## src/hw/rtl/mtep_pkg.sv

```systemverilog
// Shared types and constants for the MIDI track event parser.
`timescale 1ns / 1ps

package mtep_pkg;

    localparam logic [7:0] HI_BIT      = 8'h80;
    localparam logic [7:0] LOW7        = 8'h7f;
    localparam logic [7:0] NIBBLE_HI   = 8'hf0;
    localparam logic [7:0] META_STATUS = 8'hff;
    localparam logic [7:0] META_TEMPO  = 8'h51;
    localparam logic [7:0] META_EOT    = 8'h2f;
    localparam logic [7:0] PROG_CHANGE = 8'hc0;
    localparam logic [7:0] CHAN_PRESS  = 8'hd0;

    localparam logic [1:0] KIND_CHANNEL = 2'd0;
    localparam logic [1:0] KIND_TEMPO   = 2'd1;
    localparam logic [1:0] KIND_END     = 2'd2;
    localparam logic [1:0] KIND_OTHER   = 2'd3;

    typedef struct packed {
        logic [1:0]  event_kind;
        logic [31:0] delta_ticks;
        logic [31:0] tick_count;
        logic [7:0]  status_value;
        logic [7:0]  meta_kind;
        logic [7:0]  meta_len;
        logic [7:0]  first_data;
        logic [7:0]  second_data;
        logic [7:0]  third_data;
    } t_event;

    // Program change and channel pressure carry a single data byte.
    function automatic logic takes_second(input logic [7:0] status);
        logic [7:0] hi;
        hi = status & NIBBLE_HI;
        return (hi != PROG_CHANGE) && (hi != CHAN_PRESS);
    endfunction

endpackage

```

## src/hw/rtl/mtep_step.sv

```systemverilog
// Byte-level parse state machine: consumes one track byte per request.
`timescale 1ns / 1ps

module mtep_step (
    input  logic               i_clk,
    input  logic               i_rst_n,
    input  logic               i_take,
    input  logic [7:0]         i_data_byte,
    input  logic               i_track_start,
    output logic               o_push,
    output mtep_pkg::t_event   o_event
);

    localparam logic [3:0] PH_DELTA     = 4'd0;
    localparam logic [3:0] PH_STATUS    = 4'd1;
    localparam logic [3:0] PH_DATA1     = 4'd2;
    localparam logic [3:0] PH_DATA2     = 4'd3;
    localparam logic [3:0] PH_META_TYPE = 4'd4;
    localparam logic [3:0] PH_META_LEN  = 4'd5;
    localparam logic [3:0] PH_TEMPO1    = 4'd6;
    localparam logic [3:0] PH_TEMPO2    = 4'd7;
    localparam logic [3:0] PH_TEMPO3    = 4'd8;

    logic [3:0]  r_phase,   n_phase;
    logic [7:0]  r_running, n_running;
    logic [31:0] r_delta,   n_delta;
    logic [31:0] r_ticks,   n_ticks;
    logic [7:0]  r_status,  n_status;
    logic [7:0]  r_mkind,   n_mkind;
    logic [7:0]  r_len,     n_len;
    logic [7:0]  r_first,   n_first;
    logic [7:0]  r_second,  n_second;

    // Values seen by this byte after an optional track restart.
    logic [3:0]  c_phase;
    logic [7:0]  c_running;
    logic [31:0] c_delta;
    logic [31:0] c_ticks;
    logic        c_emit;
    logic [1:0]  c_kind;
    logic [7:0]  c_ev_status, c_ev_mkind, c_ev_len, c_ev_d1, c_ev_d2, c_ev_d3;
    logic [7:0]  b;

    always_comb begin
        b         = i_data_byte;
        c_phase   = i_track_start ? PH_DELTA : r_phase;
        c_running = i_track_start ? 8'd0 : r_running;
        c_delta   = i_track_start ? 32'd0 : r_delta;
        c_ticks   = i_track_start ? 32'd0 : r_ticks;

        n_phase   = c_phase;
        n_running = c_running;
        n_delta   = c_delta;
        n_ticks   = c_ticks;
        n_status  = i_track_start ? 8'd0 : r_status;
        n_mkind   = i_track_start ? 8'd0 : r_mkind;
        n_len     = i_track_start ? 8'd0 : r_len;
        n_first   = i_track_start ? 8'd0 : r_first;
        n_second  = i_track_start ? 8'd0 : r_second;

        c_emit      = 1'b0;
        c_kind      = mtep_pkg::KIND_CHANNEL;
        c_ev_status = 8'd0;
        c_ev_mkind  = 8'd0;
        c_ev_len    = 8'd0;
        c_ev_d1     = 8'd0;
        c_ev_d2     = 8'd0;
        c_ev_d3     = 8'd0;

        unique case (c_phase)
            PH_STATUS: begin
                if (b == mtep_pkg::META_STATUS) begin
                    n_status = b;
                    n_phase  = PH_META_TYPE;
                end else if ((b & mtep_pkg::HI_BIT) != 8'd0) begin
                    n_status  = b;
                    n_running = b;
                    n_phase   = PH_DATA1;
                end else begin
                    // Running status: the byte is the first data byte.
                    n_status = c_running;
                    n_first  = b;
                    if (mtep_pkg::takes_second(c_running)) begin
                        n_phase = PH_DATA2;
                    end else begin
                        c_emit      = 1'b1;
                        c_ev_status = c_running;
                        c_ev_d1     = b;
                    end
                end
            end
            PH_DATA1: begin
                n_first = b;
                if (mtep_pkg::takes_second(r_status)) begin
                    n_phase = PH_DATA2;
                end else begin
                    c_emit      = 1'b1;
                    c_ev_status = r_status;
                    c_ev_d1     = b;
                end
            end
            PH_DATA2: begin
                c_emit      = 1'b1;
                c_ev_status = r_status;
                c_ev_d1     = r_first;
                c_ev_d2     = b;
            end
            PH_META_TYPE: begin
                n_mkind   = b;
                n_running = 8'd0;
                if (b == mtep_pkg::META_TEMPO || b == mtep_pkg::META_EOT) begin
                    n_phase = PH_META_LEN;
                end else begin
                    c_emit      = 1'b1;
                    c_kind      = mtep_pkg::KIND_OTHER;
                    c_ev_status = mtep_pkg::META_STATUS;
                    c_ev_mkind  = b;
                end
            end
            PH_META_LEN: begin
                n_len = b;
                if (r_mkind == mtep_pkg::META_EOT) begin
                    c_emit      = 1'b1;
                    c_kind      = mtep_pkg::KIND_END;
                    c_ev_status = mtep_pkg::META_STATUS;
                    c_ev_mkind  = mtep_pkg::META_EOT;
                    c_ev_len    = b;
                end else begin
                    n_phase = PH_TEMPO1;
                end
            end
            PH_TEMPO1: begin
                n_first = b;
                n_phase = PH_TEMPO2;
            end
            PH_TEMPO2: begin
                n_second = b;
                n_phase  = PH_TEMPO3;
            end
            PH_TEMPO3: begin
                c_emit      = 1'b1;
                c_kind      = mtep_pkg::KIND_TEMPO;
                c_ev_status = mtep_pkg::META_STATUS;
                c_ev_mkind  = mtep_pkg::META_TEMPO;
                c_ev_len    = r_len;
                c_ev_d1     = r_first;
                c_ev_d2     = r_second;
                c_ev_d3     = b;
            end
            default: begin
                // Delta byte; unused phase codes land here as well.
                n_delta = {c_delta[24:0], b[6:0]};
                if ((b & mtep_pkg::HI_BIT) != 8'd0) begin
                    n_phase = PH_DELTA;
                end else begin
                    n_ticks = c_ticks + {c_delta[24:0], b[6:0]};
                    n_phase = PH_STATUS;
                end
            end
        endcase

        if (c_emit) begin
            n_delta = 32'd0;
            n_phase = PH_DELTA;
        end
    end

    always_comb begin
        o_push               = i_take & c_emit;
        o_event.event_kind   = c_kind;
        o_event.delta_ticks  = c_delta;
        o_event.tick_count   = c_ticks;
        o_event.status_value = c_ev_status;
        o_event.meta_kind    = c_ev_mkind;
        o_event.meta_len     = c_ev_len;
        o_event.first_data   = c_ev_d1;
        o_event.second_data  = c_ev_d2;
        o_event.third_data   = c_ev_d3;
    end

    always_ff @(posedge i_clk) begin
        if (!i_rst_n) begin
            r_phase   <= PH_DELTA;
            r_running <= 8'd0;
            r_delta   <= 32'd0;
            r_ticks   <= 32'd0;
            r_status  <= 8'd0;
            r_mkind   <= 8'd0;
            r_len     <= 8'd0;
            r_first   <= 8'd0;
            r_second  <= 8'd0;
        end else if (i_take) begin
            r_phase   <= n_phase;
            r_running <= n_running;
            r_delta   <= n_delta;
            r_ticks   <= n_ticks;
            r_status  <= n_status;
            r_mkind   <= n_mkind;
            r_len     <= n_len;
            r_first   <= n_first;
            r_second  <= n_second;
        end
    end

endmodule

```

## src/hw/rtl/mtep_out.sv

```systemverilog
// Output register with one skid slot for parsed events.
`timescale 1ns / 1ps

module mtep_out (
    input  logic             i_clk,
    input  logic             i_rst_n,
    input  logic             i_push,
    input  mtep_pkg::t_event i_event,
    input  logic             i_stall,
    output logic             o_full,
    output logic             o_valid,
    output mtep_pkg::t_event o_event
);

    logic             r_out_valid;
    logic             r_skid_valid;
    mtep_pkg::t_event r_out;
    mtep_pkg::t_event r_skid;
    logic             out_take;

    assign out_take = r_out_valid & ~i_stall;
    assign o_full   = r_skid_valid;
    assign o_valid  = r_out_valid;
    assign o_event  = r_out;

    always_ff @(posedge i_clk) begin
        if (!i_rst_n) begin
            r_out_valid  <= 1'b0;
            r_skid_valid <= 1'b0;
        end else if (r_skid_valid) begin
            // No new events arrive while the skid slot is occupied.
            if (out_take) begin
                r_skid_valid <= 1'b0;
            end
        end else if (!r_out_valid || out_take) begin
            r_out_valid <= i_push;
        end else if (i_push) begin
            r_skid_valid <= 1'b1;
        end
    end

    always_ff @(posedge i_clk) begin
        if (r_skid_valid) begin
            if (out_take) begin
                r_out <= r_skid;
            end
        end else if (!r_out_valid || out_take) begin
            if (i_push) begin
                r_out <= i_event;
            end
        end else if (i_push) begin
            r_skid <= i_event;
        end
    end

endmodule

```

## src/hw/rtl/midi_track_event_parser_core.sv

```systemverilog
// Top level of the MIDI track event parser.
`timescale 1ns / 1ps

// The parser takes a standard MIDI track one byte per request and reports each
// complete event: channel messages (with running status), tempo, end of track,
// and other meta events. Every byte is consumed in the cycle it is accepted, so
// a new byte can be taken on every clock while o_stall is low; a completed event
// is registered in the output register, or the skid slot if that is held. Each
// event carries its decoded variable-length delta and the running tick total,
// both wrapping at 32 bits. Raising i_track_start with a byte restarts the parse
// (phase, running status, tick total) before that byte, which is then read as
// the first delta byte. Results sit in an output register backed by one skid
// slot; the input stalls only while both hold events the downstream has not yet
// taken; a stalled output costs throughput only after two events are pending.

module midi_track_event_parser_core (
    input  logic        i_clk,
    input  logic        i_rst_n,

    input  logic        i_valid,
    output logic        o_stall,
    input  logic [7:0]  i_data_byte,
    input  logic        i_track_start,

    output logic        o_valid,
    input  logic        i_stall,
    output logic [1:0]  o_event_kind,
    output logic [31:0] o_delta_ticks,
    output logic [31:0] o_tick_count,
    output logic [7:0]  o_status_value,
    output logic [7:0]  o_meta_kind,
    output logic [7:0]  o_meta_len,
    output logic [7:0]  o_first_data,
    output logic [7:0]  o_second_data,
    output logic [7:0]  o_third_data
);

    logic             take;
    logic             push;
    logic             full;
    mtep_pkg::t_event step_event;
    mtep_pkg::t_event out_event;

    // A request is taken whenever the skid slot is free, so there is always
    // room for the event it may produce.
    assign o_stall = full;
    assign take    = i_valid & ~full;

    mtep_step u_step (
        .i_clk         (i_clk),
        .i_rst_n       (i_rst_n),
        .i_take        (take),
        .i_data_byte   (i_data_byte),
        .i_track_start (i_track_start),
        .o_push        (push),
        .o_event       (step_event)
    );

    mtep_out u_out (
        .i_clk   (i_clk),
        .i_rst_n (i_rst_n),
        .i_push  (push),
        .i_event (step_event),
        .i_stall (i_stall),
        .o_full  (full),
        .o_valid (o_valid),
        .o_event (out_event)
    );

    assign o_event_kind   = out_event.event_kind;
    assign o_delta_ticks  = out_event.delta_ticks;
    assign o_tick_count   = out_event.tick_count;
    assign o_status_value = out_event.status_value;
    assign o_meta_kind    = out_event.meta_kind;
    assign o_meta_len     = out_event.meta_len;
    assign o_first_data   = out_event.first_data;
    assign o_second_data  = out_event.second_data;
    assign o_third_data   = out_event.third_data;

endmodule
```

## config.mk

```make
export PLATFORM = sky130hd
export DESIGN_NAME = midi_track_event_parser_core
export DESIGN_NICKNAME = d
export VERILOG_FILES = /design/src/hw/rtl/mtep_pkg.sv /design/src/hw/rtl/mtep_step.sv /design/src/hw/rtl/mtep_out.sv /design/src/hw/rtl/midi_track_event_parser_core.sv
export SDC_FILE = /design/constraint.sdc
export NUM_CORES = 1
export LEC_CHECK = 0
export ABC_AREA = 1
export BUFFER_PORTS_ARGS = -buffer_cell sky130_fd_sc_hd__buf_2
export CAP_MARGIN = 20
export CORE_MARGIN = 3
export CORE_UTILIZATION = 50
export DETAILED_ROUTE_END_ITERATION = 12
export PLACE_DENSITY_LB_ADDON = 0.05
export REMOVE_ABC_BUFFERS = 1
export SETUP_SLACK_MARGIN = 0.15
export SKIP_LAST_GASP = 1
export SLEW_MARGIN = 20
export SYNTH_ARGS = -nofsm -noshare
export SYNTH_HDL_FRONTEND = slang
export SYNTH_SLANG_ARGS = --single-unit
```

## constraint.sdc

```tcl
create_clock -name i_clk -period 15.9 [get_ports i_clk]
set_input_delay 2.385 -clock i_clk [delete_from_list [all_inputs] [get_ports i_clk]]
set_output_delay 2.385 -clock i_clk [all_outputs]
set_load 0.01 [all_outputs]
```

==> run metrics <==
status finished, final reports clean; clock sink total 346; Synth Register Bits 346; Final TNS setup 0 ns; IO buf count 128; DRC viols 0; mapped cell area 0.0168 mm^2; fraction of the cycle the final worst path needs 43.7%; Worst EP required 16.04 ns; postcts setup bufs 0; Worst-Margin Slew 1.07 ns; synthesized instance count 1982; Worst Setup SP i_track_start; Synth area leader edfxtp_1; CTS buffer count 38; pwr/cell area 102 mW/mm^2; Post-synth ARST share 0%; die area 0.0359 mm^2; Routed WL per cell 17.8 um; RR Startpoint u_step.r_phase[3]; vias in the first global route 12.8k; sequential area share after synthesis 54.7%; Leakage Power 7.81 nW; clk slew on worst S/H paths 0.06 ns; placer congestion estimate 0.906; Worst Path Max Fanout 62; setup violators final 0; Fin Clk Skew 0.0113 ns; post-route ant nets 0; ANT cells 0; Die Y 190 um; 1st-iter DRT viols 1131; count of pins over their slew limit 0; post-route minimum period 6.94 ns; Avg Cell Area, Syn 8.50 um^2; Post-synth EDFFs 228; DRT Pass-1 Iters 5; final WL 45.1 mm; layout cells sized above 1 12.4%; CTS Hold Bufs 0; Power Total 1.93 mW; Startpoint Class primary input; largest net degree at the start of global routing 143; final hold viol count 0; unique cell type count in the Yosys netlist 53; Worst EP arrival 7.09 ns; Die W 190 um; first-pass GRT wire length 71.4 mm; CTS tree yes; HP Class flip-flop to flip-flop; I/O Pins 129; FMAX 0.144 GHz; core area 0.0329 mm^2; antenna violations before repair 0; post-CTS sizing 0; row count 66; synth top area cells edfxtp_1 (41%), dfxtp_1 (14%), nand2_1 (14%), a21oi_1 (4.8%), o21ai_0 (4.4%); crit path kind primary input to flip-flop; area grow syn2layout 12.5%; Synth top area share 40.7%; CP Capture Type flip-flop; warning count from the yosys run 0; via count 13.7k; Post-synth top flop edfxtp_1; worst IR drop on VDD 0.0701 mV; post-DP HPWL 30.4 mm; vias per inst 5.38; GRT Total Usage 25.1%; deepest clock path buffer count 3; relative slew slack 28.4%; CTS root buffer clkbuf_16; Final nets 2106; grt total ovfl 0; later-pin clock latency in the skew report 0.52 ns; max_cap viols 0; hold path start u_step.r_mkind[4]; Initial Utilization 51.2%; unrepaired setup endpoints after global routing false; htree depth 2
-- path summary, 6_finish.rpt --
| kind | endpoint | slack (ns) | cells after the start |
|---|---|---|---|
| max | u_out.o_event[83] | 8.96 | 17 |
| min | u_step.r_mkind[4] | 0.46 | 2 |
| max reg2reg | u_out.o_event[83] | 11.17 | 12 |
| min reg2reg | u_step.r_mkind[4] | 0.46 | 2 |
-- kinds of logic (layout without fill, tap and decap cells) --
kind of cell,count (synthesis),count (layout),synth area share (%)
compound gates,409,409,13.3
simple gates,891,891,22.1
flops,346,346,54.7
buf+inv,295,407,7.13
fa+ha+maj,28,28,2.12
xor+xnor,13,13,0.676
-- power breakdown --
group	internal (mW)	switching, mW
Sequential	0.957	0.00496
Combinational	0.0243	0.0701
Clock	0.525	0.351
Total	1.51	0.426
-- critical path, cell delays in order --
cell and delay [ns]:
buf_2 0.26, inv_6 0.31, buf_4 0.55, nand2_1 0.16, nor2_2 0.21, inv_2 0.06, nor2_4 0.35, nand3_2 0.23
nand2_2 0.14, nor2_2 0.05, nand2_2 0.46, inv_2 0.13, nor2_2 0.14, inv_2 0.07, a21oi_4 0.11, buf_4 0.61
buf_4 0.67
-- metrics by stage --
stage	cell area (um^2)	hold slack, ns	cells	setup WS (ns)	util [%]
after floorplan	16400	0.437	1886	4.57	-
after global placement	17700	0.448	2467	8.58	53.9
after detailed placement	17700	0.455	2467	8.35	53.9
after CTS	18900	0.463	2536	8.93	57.6
after global routing	18900	0.483	2536	8.56	57.6
final	18900	0.461	2536	8.96	57.6
-- cells in the final DEF, fill, tap and decap left out, drive strengths merged, types with 2 or more instances in the layout --
| cell | Yosys | layout |
|---|---|---|
| a211oi | 2 | 2 |
| a21o | 2 | 2 |
| a21oi | 163 | 163 |
| a22oi | 15 | 15 |
| a31oi | 9 | 9 |
| a32o | 6 | 6 |
| buf | 27 | 139 |
| bufinv | 0 | 4 |
| clkbuf | 69 | 49 |
| clkinv | 3 | 15 |
| clkinvlp | 0 | 2 |
| dfxtp | 118 | 118 |
| edfxtp | 228 | 228 |
| ha | 27 | 27 |
| inv | 196 | 198 |
| nand2 | 625 | 625 |
| nand3 | 79 | 79 |
| nand4 | 12 | 12 |
| nor2 | 135 | 135 |
| nor3 | 30 | 30 |
| nor4 | 5 | 5 |
| o211ai | 10 | 10 |
| o21a | 2 | 2 |
| o21ai | 166 | 166 |
| o21bai | 8 | 8 |
| o22ai | 17 | 17 |
| o31ai | 7 | 7 |
| or2 | 2 | 2 |
| xnor2 | 4 | 4 |
| xor2 | 9 | 9 |
-- metal layers --
| layer | part of all wire (%) | global-route usage (%) | vias up |
|---|---|---|---|
| li1 | - | - | 6805 |
| met1 | 46 | 35.9 | 6380 |
| met2 | 46 | 40.5 | 401 |
| met3 | 5.9 | 3.59 | 69 |
| met4 | 2.1 | 6.20 | 0 |
| met5 | 0 | 0 | - |
-- cell type report --
cell class / instances / area (um^2)
Multi-Input combinational cell: 1341 / 6450
Timing Repair Buffer: 139 / 736
Inverter: 199 / 754
Fill cell: 3058 / 13900
Clock inverter: 20 / 209
Sequential cell: 346 / 9210
Clock buffer: 49 / 1030
Tap cell: 442 / 553
-- synthesized netlist by cell type (2+ instances only) --
cell type	count
a211oi_1	2
ha_1	27
o22ai_1	17
o21ai_2	2
nand3_2	7
a21oi_1	163
a22oi_1	15
edfxtp_1	228
a32o_1	6
nor2_4	2
clkbuf_1	68
nor3_2	2
nor2_2	9
nand4_1	12
inv_2	12
nor4_1	4
nand3_1	72
dfxtp_1	118
xor2_1	9
buf_6	4
buf_4	3
o21a_1	2
a31oi_1	9
inv_1	183
clkinv_1	3
o21bai_1	8
a21o_1	2
o21ai_1	17
xnor2_1	4
nand2_2	18
buf_1	3
o31ai_1	7
o21ai_0	147
nand2_1	606
buf_2	15
nor3_1	27
o211ai_1	10
or2_2	2
nor2_1	123
-- state kept, by name, summed over array words and instances, names as in the netlist --
register,flops
u_out.o_full,1
u_out.o_event,114
u_step.r_len,8
u_step.r_second,8
u_step.r_status,8
u_out.r_skid,114
u_out.o_valid,1
u_step.r_first,8
u_step.r_phase,4
u_step.r_ticks,32
u_step.r_running,8
u_step.r_delta,32
u_step.r_mkind,8
(Power assumes the default switching activity.)
